===== config.mk =====
export PLATFORM = sky130hd
export DESIGN_NAME = hrid_ctrl
export DESIGN_NICKNAME = d
export VERILOG_FILES = /design/src/hdl/hrid_pkg.sv /design/src/hdl/hrid_ctrl.sv
export SDC_FILE = /design/constraint.sdc
export NUM_CORES = 1
export LEC_CHECK = 0
export ABC_CLOCK_PERIOD_IN_PS = 8600
export CAP_MARGIN = 20
export CORE_MARGIN = 2
export CORE_UTILIZATION = 61
export DETAILED_ROUTE_END_ITERATION = 8
export DONT_BUFFER_PORTS = 1
export GPL_ROUTABILITY_DRIVEN = 1
export HOLD_SLACK_MARGIN = 0.12
export MAX_ROUTING_LAYER = met4
export PLACE_DENSITY = 0.74
export SYNTH_ARGS = -nofsm -noshare
export SYNTH_HDL_FRONTEND = slang
export SYNTH_SLANG_ARGS = --single-unit
export TNS_END_PERCENT = 20

===== constraint.sdc =====
create_clock -name clk_i -period 8.6 [get_ports clk_i]
set_input_delay 2.58 -clock clk_i [delete_from_list [all_inputs] [get_ports clk_i]]
set_output_delay 2.58 -clock clk_i [all_outputs]
set_load 0.05 [all_outputs]

===== src/hdl/hrid_pkg.sv =====
// Shared types and constants for the handle registry with id allocator.
// Used by hrid_ctrl and handle_registry_with_id_allocator; depends on nothing.
package hrid_pkg;

  // Defaults for the top-level parameters.
  localparam int unsigned ID_COUNT_DEF    = 256;
  localparam int unsigned HANDLE_BITS_DEF = 32;

  // Fixed field widths on the stream ports.
  localparam int unsigned ID_W     = 16;
  localparam int unsigned HANDLE_W = 32;
  localparam int unsigned CMD_W    = 2;
  localparam int unsigned STATUS_W = 2;
  // Wide enough to compare a 16-bit id against an id count of 65536.
  localparam int unsigned ID_CMP_W = ID_W + 1;

  typedef enum logic [CMD_W-1:0] {
    CMD_ADD    = 2'd0,
    CMD_REMOVE = 2'd1,
    CMD_FIND   = 2'd2,
    CMD_GET    = 2'd3
  } cmd_e;

  typedef enum logic [STATUS_W-1:0] {
    ST_OK        = 2'd0,
    ST_EXHAUSTED = 2'd1,
    ST_NOT_FOUND = 2'd2
  } status_e;

  typedef struct packed {
    logic [ID_W-1:0]     id;
    logic [HANDLE_W-1:0] handle;
    status_e             status;
  } result_t;

endpackage


===== src/hdl/hrid_ctrl.sv =====
// Command sequencer: clearing pass, table scans, read-modify-write of entries.
// Depends on hrid_pkg; drives one hrid_mem instance held in the top level.
module hrid_ctrl
  import hrid_pkg::*;
#(
  parameter int unsigned ID_COUNT    = ID_COUNT_DEF,
  parameter int unsigned HANDLE_BITS = HANDLE_BITS_DEF,
  localparam int unsigned AW = $clog2(ID_COUNT),
  localparam int unsigned HB = (HANDLE_BITS < HANDLE_W) ? HANDLE_BITS : HANDLE_W,
  localparam int unsigned EW = HB + 2
) (
  input  logic                clk_i,
  input  logic                rst_ni,
  input  logic                cmd_valid_i,
  output logic                cmd_ready_o,
  input  cmd_e                cmd_i,
  input  logic [HANDLE_W-1:0] handle_i,
  input  logic [ID_W-1:0]     id_i,
  output logic                res_valid_o,
  input  logic                res_ready_i,
  output result_t             res_o,
  output logic                mem_wr_en_o,
  output logic [AW-1:0]       mem_wr_addr_o,
  output logic [EW-1:0]       mem_wr_data_o,
  output logic                mem_rd_en_o,
  output logic [AW-1:0]       mem_rd_addr_o,
  input  logic [EW-1:0]       mem_rd_data_i
);

  // Entry layout: {valid, freed, handle}.
  localparam logic [AW-1:0] LAST_ID = AW'(ID_COUNT - 1);
  localparam logic [AW:0]   FRESH_END = (AW+1)'(ID_COUNT);

  typedef enum logic [4:0] {
    S_CLEAR = 5'b00001,
    S_IDLE  = 5'b00010,
    S_SCAN  = 5'b00100,
    S_GET   = 5'b01000,
    S_RESP  = 5'b10000
  } state_e;

  state_e          state_q, state_d;
  cmd_e            cmd_q, cmd_d;
  logic [HB-1:0]   handle_q, handle_d;
  logic [AW-1:0]   addr_q, addr_d;
  logic [AW:0]     fresh_q, fresh_d;
  result_t         res_q, res_d;

  logic            ent_valid, ent_freed, hit;
  logic [HB-1:0]   ent_handle;

  assign ent_valid  = mem_rd_data_i[HB+1];
  assign ent_freed  = mem_rd_data_i[HB];
  assign ent_handle = mem_rd_data_i[HB-1:0];
  assign hit = (cmd_q == CMD_ADD) ? ent_freed : (ent_valid && (ent_handle == handle_q));

  assign cmd_ready_o = (state_q == S_IDLE);
  assign res_valid_o = (state_q == S_RESP);
  assign res_o       = res_q;

  always_comb begin
    state_d       = state_q;
    cmd_d         = cmd_q;
    handle_d      = handle_q;
    addr_d        = addr_q;
    fresh_d       = fresh_q;
    res_d         = res_q;
    mem_wr_en_o   = 1'b0;
    mem_wr_addr_o = addr_q;
    mem_wr_data_o = '0;
    mem_rd_en_o   = 1'b0;
    mem_rd_addr_o = addr_q + AW'(1);

    unique case (state_q)
      S_CLEAR: begin
        mem_wr_en_o = 1'b1;
        if (addr_q == LAST_ID) begin
          state_d = S_IDLE;
        end else begin
          addr_d = addr_q + AW'(1);
        end
      end
      S_IDLE: begin
        if (cmd_valid_i) begin
          cmd_d    = cmd_i;
          handle_d = handle_i[HB-1:0];
          if (cmd_i == CMD_GET) begin
            if (ID_CMP_W'(id_i) >= ID_CMP_W'(ID_COUNT)) begin
              res_d   = '{id: '0, handle: '0, status: ST_NOT_FOUND};
              state_d = S_RESP;
            end else begin
              mem_rd_en_o   = 1'b1;
              mem_rd_addr_o = id_i[AW-1:0];
              state_d       = S_GET;
            end
          end else begin
            mem_rd_en_o   = 1'b1;
            mem_rd_addr_o = '0;
            addr_d        = '0;
            state_d       = S_SCAN;
          end
        end
      end
      S_SCAN: begin
        // addr_q is the id whose entry is on the read port this cycle.
        if (hit) begin
          res_d   = '{id: ID_W'(addr_q), handle: '0, status: ST_OK};
          state_d = S_RESP;
          if (cmd_q == CMD_ADD) begin
            mem_wr_en_o   = 1'b1;
            mem_wr_data_o = {1'b1, 1'b0, handle_q};
          end else if (cmd_q == CMD_REMOVE) begin
            mem_wr_en_o   = 1'b1;
            mem_wr_data_o = {1'b0, 1'b1, ent_handle};
          end
        end else if (addr_q == LAST_ID) begin
          state_d = S_RESP;
          if (cmd_q != CMD_ADD) begin
            res_d = '{id: '0, handle: '0, status: ST_NOT_FOUND};
          end else if (fresh_q == FRESH_END) begin
            res_d = '{id: '0, handle: '0, status: ST_EXHAUSTED};
          end else begin
            mem_wr_en_o   = 1'b1;
            mem_wr_addr_o = fresh_q[AW-1:0];
            mem_wr_data_o = {1'b1, 1'b0, handle_q};
            res_d         = '{id: ID_W'(fresh_q[AW-1:0]), handle: '0, status: ST_OK};
            fresh_d       = fresh_q + (AW+1)'(1);
          end
        end else begin
          mem_rd_en_o = 1'b1;
          addr_d      = addr_q + AW'(1);
        end
      end
      S_GET: begin
        res_d   = '{id: '0,
                    handle: ent_valid ? HANDLE_W'(ent_handle) : '0,
                    status: ST_OK};
        state_d = S_RESP;
      end
      S_RESP: begin
        if (res_ready_i) begin
          state_d = S_IDLE;
        end
      end
      default: begin
        state_d = S_IDLE;
      end
    endcase
  end

  always_ff @(posedge clk_i or negedge rst_ni) begin
    if (!rst_ni) begin
      state_q <= S_CLEAR;
      addr_q  <= '0;
      fresh_q <= (AW+1)'(1);
    end else begin
      state_q <= state_d;
      addr_q  <= addr_d;
      fresh_q <= fresh_d;
    end
  end

  always_ff @(posedge clk_i) begin
    cmd_q    <= cmd_d;
    handle_q <= handle_d;
    res_q    <= res_d;
  end

endmodule

======== Word-level counts from Yosys, hierarchy flattened ========
Cells that the tools add are included.
storage, ports and cells
  bits in registers ....................... 106
  input bits .............................. 88
  logic and storage cells ................. 94
cells by class
  add/sub/neg operators ................... 2
  $lt $le $gt $ge ......................... 1
  eq/ne operators ......................... 18
  multiplexer cells ....................... 52
  bitwise operators ....................... 3
  reductions and logical operators ........ 10
operators by type and width
  kind                                                                 count
  2-to-1 mux 50 bit                                                    5
  2-to-1 mux 34 bit                                                    6
  case mux 50 bit (3 select lines)                                     1
  2-to-1 mux 8 bit                                                     13
  2-to-1 mux 42 bit                                                    2
  2-to-1 mux 5 bit                                                     7
  2-to-1 mux 33 bit                                                    1
  == test 32 bit                                                       1
  2-to-1 mux 32 bit                                                    1
  case mux 5 bit (5 select lines)                                      1
  case mux 8 bit (3 select lines)                                      1
  greater-or-equal comparator 16 x 9 -> 1 bit (second input constant)  1
  2-to-1 mux 1 bit                                                     12
  AND reduction 5 bit                                                  2
  adder 9 x 1 -> 9 bit (second input constant)                         1
  == test 9 bit (second input constant)                                1
  adder 8 x 1 -> 8 bit (second input constant)                         1
  == test 8 bit (second input constant)                                1
  != test 2 bit (second input constant)                                4
  AND reduction 4 bit                                                  2
  != test 2 x 1 -> 1 bit (second input constant)                       3
  nonzero test 3 bit                                                   2
  == test 5 x 1 -> 1 bit (second input constant)                       1
  == test 5 x 2 -> 1 bit (second input constant)                       1
  12 further kinds                                                     15

======== Depth between registers and ports, before layout ========
  word-level depth ........................ 6
  mapped depth ............................ 8
  depth with buffers taken out ............ 7

======== Worst setup path before layout ========
No wires, ideal clock.
  path type ............................... input port to output port
  start point ............................. input port mem_rd_data_i[5]
  end point ............................... output port mem_wr_data_o[23]
  arrival time ............................ 4.837 ns
  data required time ...................... 6.020 ns
  path slack .............................. 1.183 ns
  cell stages on the path ................. 7
  path through ............................ xnor2_1 nand4_1 or4_4 or4_4 a21oi_4 buf_6 a22o_1
between the ends
  word-level cells in the longest chain between the ends .. 5
ends and longest elaborated chain
  what                RTL line          source
  start: declaration  hrid_ctrl.sv:27   input logic [EW-1:0] mem_rd_data_i
  == test 32 bit      hrid_ctrl.sv:55   assign hit = (cmd_q == CMD_ADD) ? ent_freed : (ent_valid && (ent_handle == handle_q));
  logical AND 1 bit   hrid_ctrl.sv:55
  2-to-1 mux 1 bit    hrid_ctrl.sv:55
  2-to-1 mux 34 bit   hrid_ctrl.sv:106  if (hit) begin
  2-to-1 mux 34 bit   hrid_ctrl.sv:74   unique case (state_q)
  end: declaration    hrid_ctrl.sv:24   output logic [EW-1:0] mem_wr_data_o,
Every way passes these cells.

======== Worst setup path in the final report ========
  start point ............................. input port mem_rd_data_i[30]
  end point ............................... output port mem_wr_data_o[16]
The elaborated chain is that of the path after synthesis.

==> summary.md <==
| Metric | Value |
|---|---|
| Outcome | finished, final reports clean |
| Gate power share | between 20% and 30% |
| RSZ-0062 raised after global routing | false |
| Chip width | between 90 and 100 um |
| H-Tree Depth | 3 |
| Synth cell count leaders | edfxtp_1 (76), a22o_1 (48), nand2_1 (37) |
| Via count | approximately 3200 |
| Total GRT Usage | roughly 26% |
| Filler instances | between 500 and 600 |
| Post-synth cell types | 42 |
| Tcrit/Tclk final | slightly above 90% |
| DR DRC count | 0 |
| Critical Path AT | 5.27 ns |
| Yosys reg bits | 98 |
| CP dominant cell by count | or4_4 |
| P_int | between 800 and 900 uW |
| Hold path cells | 1 |
| Hold WS | about 0.5 ns |
| Hold wc startpoint | fresh_q[8] |
| ANT nets after route | 0 |
| Layout Nets | ~500 |
| Setup TNS | 0 ns |
| Power per cell area | ~270 nW/um^2 |
| First DRT Iteration DRCs | 159 |
| Hold path endpoint | fresh_q[8] |
| Wire length per cell | 21.39 um |
| Max-slew headroom | 33.90% |
| GPL Wtd Cong | roughly 0.9 |
| Die ar. | 8658 um^2 |
| HP Class | reg -> reg |
| Port-buffer cells | 0 |
| Leak | 1.890 nW |
| Gate Count Post-Synth | around 400 |
| Placed cells | between 400 and 500 |
| FF/Latch Area | between 2000 and 3000 um^2 |
| Reg clk slew, reported paths | roughly 0.09 ns |
| Layout area overhead | 6.027% |
| Reg2reg end | res_o[28] |
| Tightest Pin Transition | roughly 1 ns |
| Final Skew | around 0.011 ns |
| Crit path required time | about 6 ns |
| Worst-Skew Late Latency | between 0.3 and 0.4 ns |
| Max frequency | between 0.1 and 0.15 GHz |
| # IOs | around 190 |
| Peak VDD IR | approximately 0.00024 V |
| Max-Cap Viols | 0 |
| Multi-input logic area | roughly 1900 um^2 |
| Initial antenna violation count | 1 |
| Fraction of registers with async set/reset | around 22% |
| DR pass1 iterations | 4 |
| Cell row count | 32 |
| Count leader, synth | edfxtp_1 |
| Post-Syn Area | 4837 um^2 |
| Flop pwr share | 59.5% |
| Clk network pwr share | approximately a fifth |
| Yosys warns | 0 |
| Critical setup path kind | in -> out |
| Clock tree buffer depth | 2 |
| Total congestion overflow | 0 |
| Mapped Avg Cell Area | 12.12 um^2 |
| Final setup vio count | 0 |
| Vias/cell | approximately 6.2 |
| Vias in the first global route | ~3200 |
| Final Max Tran Viols | 0 |
| Slowest stage delay, CP | ~0.57 ns |
| Hpwl dp | 7968 um |
| Min Tclk post-route | approximately 8 ns |
| Sw Ratio | a little over two fifths |
| CP startpoint kind | input pin |
| Post-Route WL | ~11000 um |
| Clk sink count | between 90 and 100 |
| First-pass GRT wire length | around 16000 um |
| R2R Setup Slk | slightly above 5 ns |
| Post-CTS resize count | 0 |
| Largest net degree at the start of global routing | 38 |
| Initial Utilization | 62.92% |
| Top-area cell type share of the netlist area | 47.18% |
| CTS Hold Bufs | 0 |
| Fin cells | between 500 and 600 |
| Switch Pwr | a little under 600 uW |
| CTS Buf Count | 9 |
| Final hold vios | 0 |
| Die Span Y | 93.05 um |
| Cell taking the most area after synthesis | edfxtp_1 |
| Root Buffer | clkbuf_8 |
| Crit-path max FO | 33 |
| Sequential share of the synthesized area | 58.61% |
| Synth top area cells | edfxtp_1 (47%), dfrtp_1 (10%), a22o_1 (8.7%), and2_1 (4.5%), xnor2_1 (4.5%) |
| Core box area | approximately 7700 um^2 |
| Fraction of layout cells with a size suffix above 1 | approximately 9.2% |
| Critical path, cell by cell | xnor2_1 > nand4_1 > or4_4 > or4_4 > a21oi_4 > buf_4 > a22o_1 |
| Worst R2R Path Depth | 8 |
| Worst setup EP type | output port |
| Top FF cell, synth | edfxtp_1 |
| CTS tree | built |
| Number of synthesized flops with an enable pin | 76 |
| R2r startpoint | state_q[3] |
| Setup bufs post-CTS | 0 |
| CP max stage cell | or4_4 |
cell usage in the layout, fill, tap and decap left out, types with 10 or more instances in the layout:
cell type  count
edfxtp_1      76
nand3_1       12
a22o_1        48
buf_4         11
nor2_1        13
nor3_1        10
nand2_1       37
xnor2_1       25
and2_1        35
xor2_1        21
dfrtp_1       20
power by group through the flow:
stage | sequential (mW) | clock (mW) | combinational [mW]
after detailed placement | 0.837 | 0 | 0.296
after floorplan | 0.821 | 0 | 0.240
after global placement | 0.833 | 0 | 0.289
after CTS | 0.827 | 0.269 | 0.297
after global routing | 0.837 | 0.290 | 0.318
final | 0.827 | 0.266 | 0.296
layer usage:
| metal | wire length (um) | share of wire, % | track usage (%) |
|---|---|---|---|
| met1 | 4689 | 43 | 34.49 |
| met2 | 5380 | 49 | 40.10 |
| met3 | 761 | 6.9 | 5.318 |
| met4 | 160 | 1.5 | 8.088 |
| met5 | 0 | 0 | - |
per-stage QoR:
step                      total power [mW]  setup slack [ns]  instance area [um^2]  util [%]
final                                1.389            0.7500                  5129     66.72
after global routing                 1.444            0.6494                  5129     66.72
after CTS                            1.393            0.7664                  5126     66.68
after detailed placement             1.133            0.7683                  4955     64.45
after global placement               1.122            0.7949                  4947     64.36
after floorplan                      1.061             1.183                  4863         -
cell families after synthesis:
family	count (synthesis)	synth area share [%]
AND/OR/NAND/NOR	146	16.19
flip-flops	98	58.61
AO/OA/AOI/OAI	74	12.31
XOR/XNOR	46	8.329
buffers and inverters	30	3.466
adder cells (fa/ha/maj)	3	0.7761
other	1	0.07753
multiplexers	1	0.2328
how the worst max path moves through the flow:
stage                                 start           endpoint  slack, ns  cells past startpoint
after floorplan            mem_rd_data_i[5]  mem_wr_data_o[23]       1.18                      7
after global placement    mem_rd_data_i[30]  mem_wr_data_o[28]       0.79                      7
after detailed placement  mem_rd_data_i[28]  mem_wr_data_o[16]       0.77                      7
after CTS                 mem_rd_data_i[28]  mem_wr_data_o[16]       0.77                      7
after global routing      mem_rd_data_i[28]  mem_wr_data_o[11]       0.65                      7
final                     mem_rd_data_i[30]  mem_wr_data_o[16]       0.75                      7
registers in the layout, summed over array words and instances, names as in the netlist:
| register | cells |
|---|---|
| fresh_q | 9 |
| addr_q | 8 |
| cmd_q | 2 |
| state_q | 5 |
| res_o | 42 |
| handle_q | 32 |
cell type report:
| cell class | count | area share [%] |
|---|---|---|
| Antenna cell | 1 | 0.04879 |
| Clock buffer | 11 | 2.562 |
| Timing Repair Buffer | 11 | 1.610 |
| Multi-Input combinational cell | 278 | 36.64 |
| Sequential cell | 98 | 55.28 |
| Clock inverter | 5 | 0.7807 |
| Inverter | 8 | 0.5855 |
| Tap cell | 102 | 2.488 |
worst max-delay path: cells and delay by family:
family,cells,cell delay (ns)
compound gates,2,0.71
simple gates,3,1.24
buf+inv,1,0.43
xor+xnor,1,0.27
No activity file was read; power rests on OpenSTA's default activity.
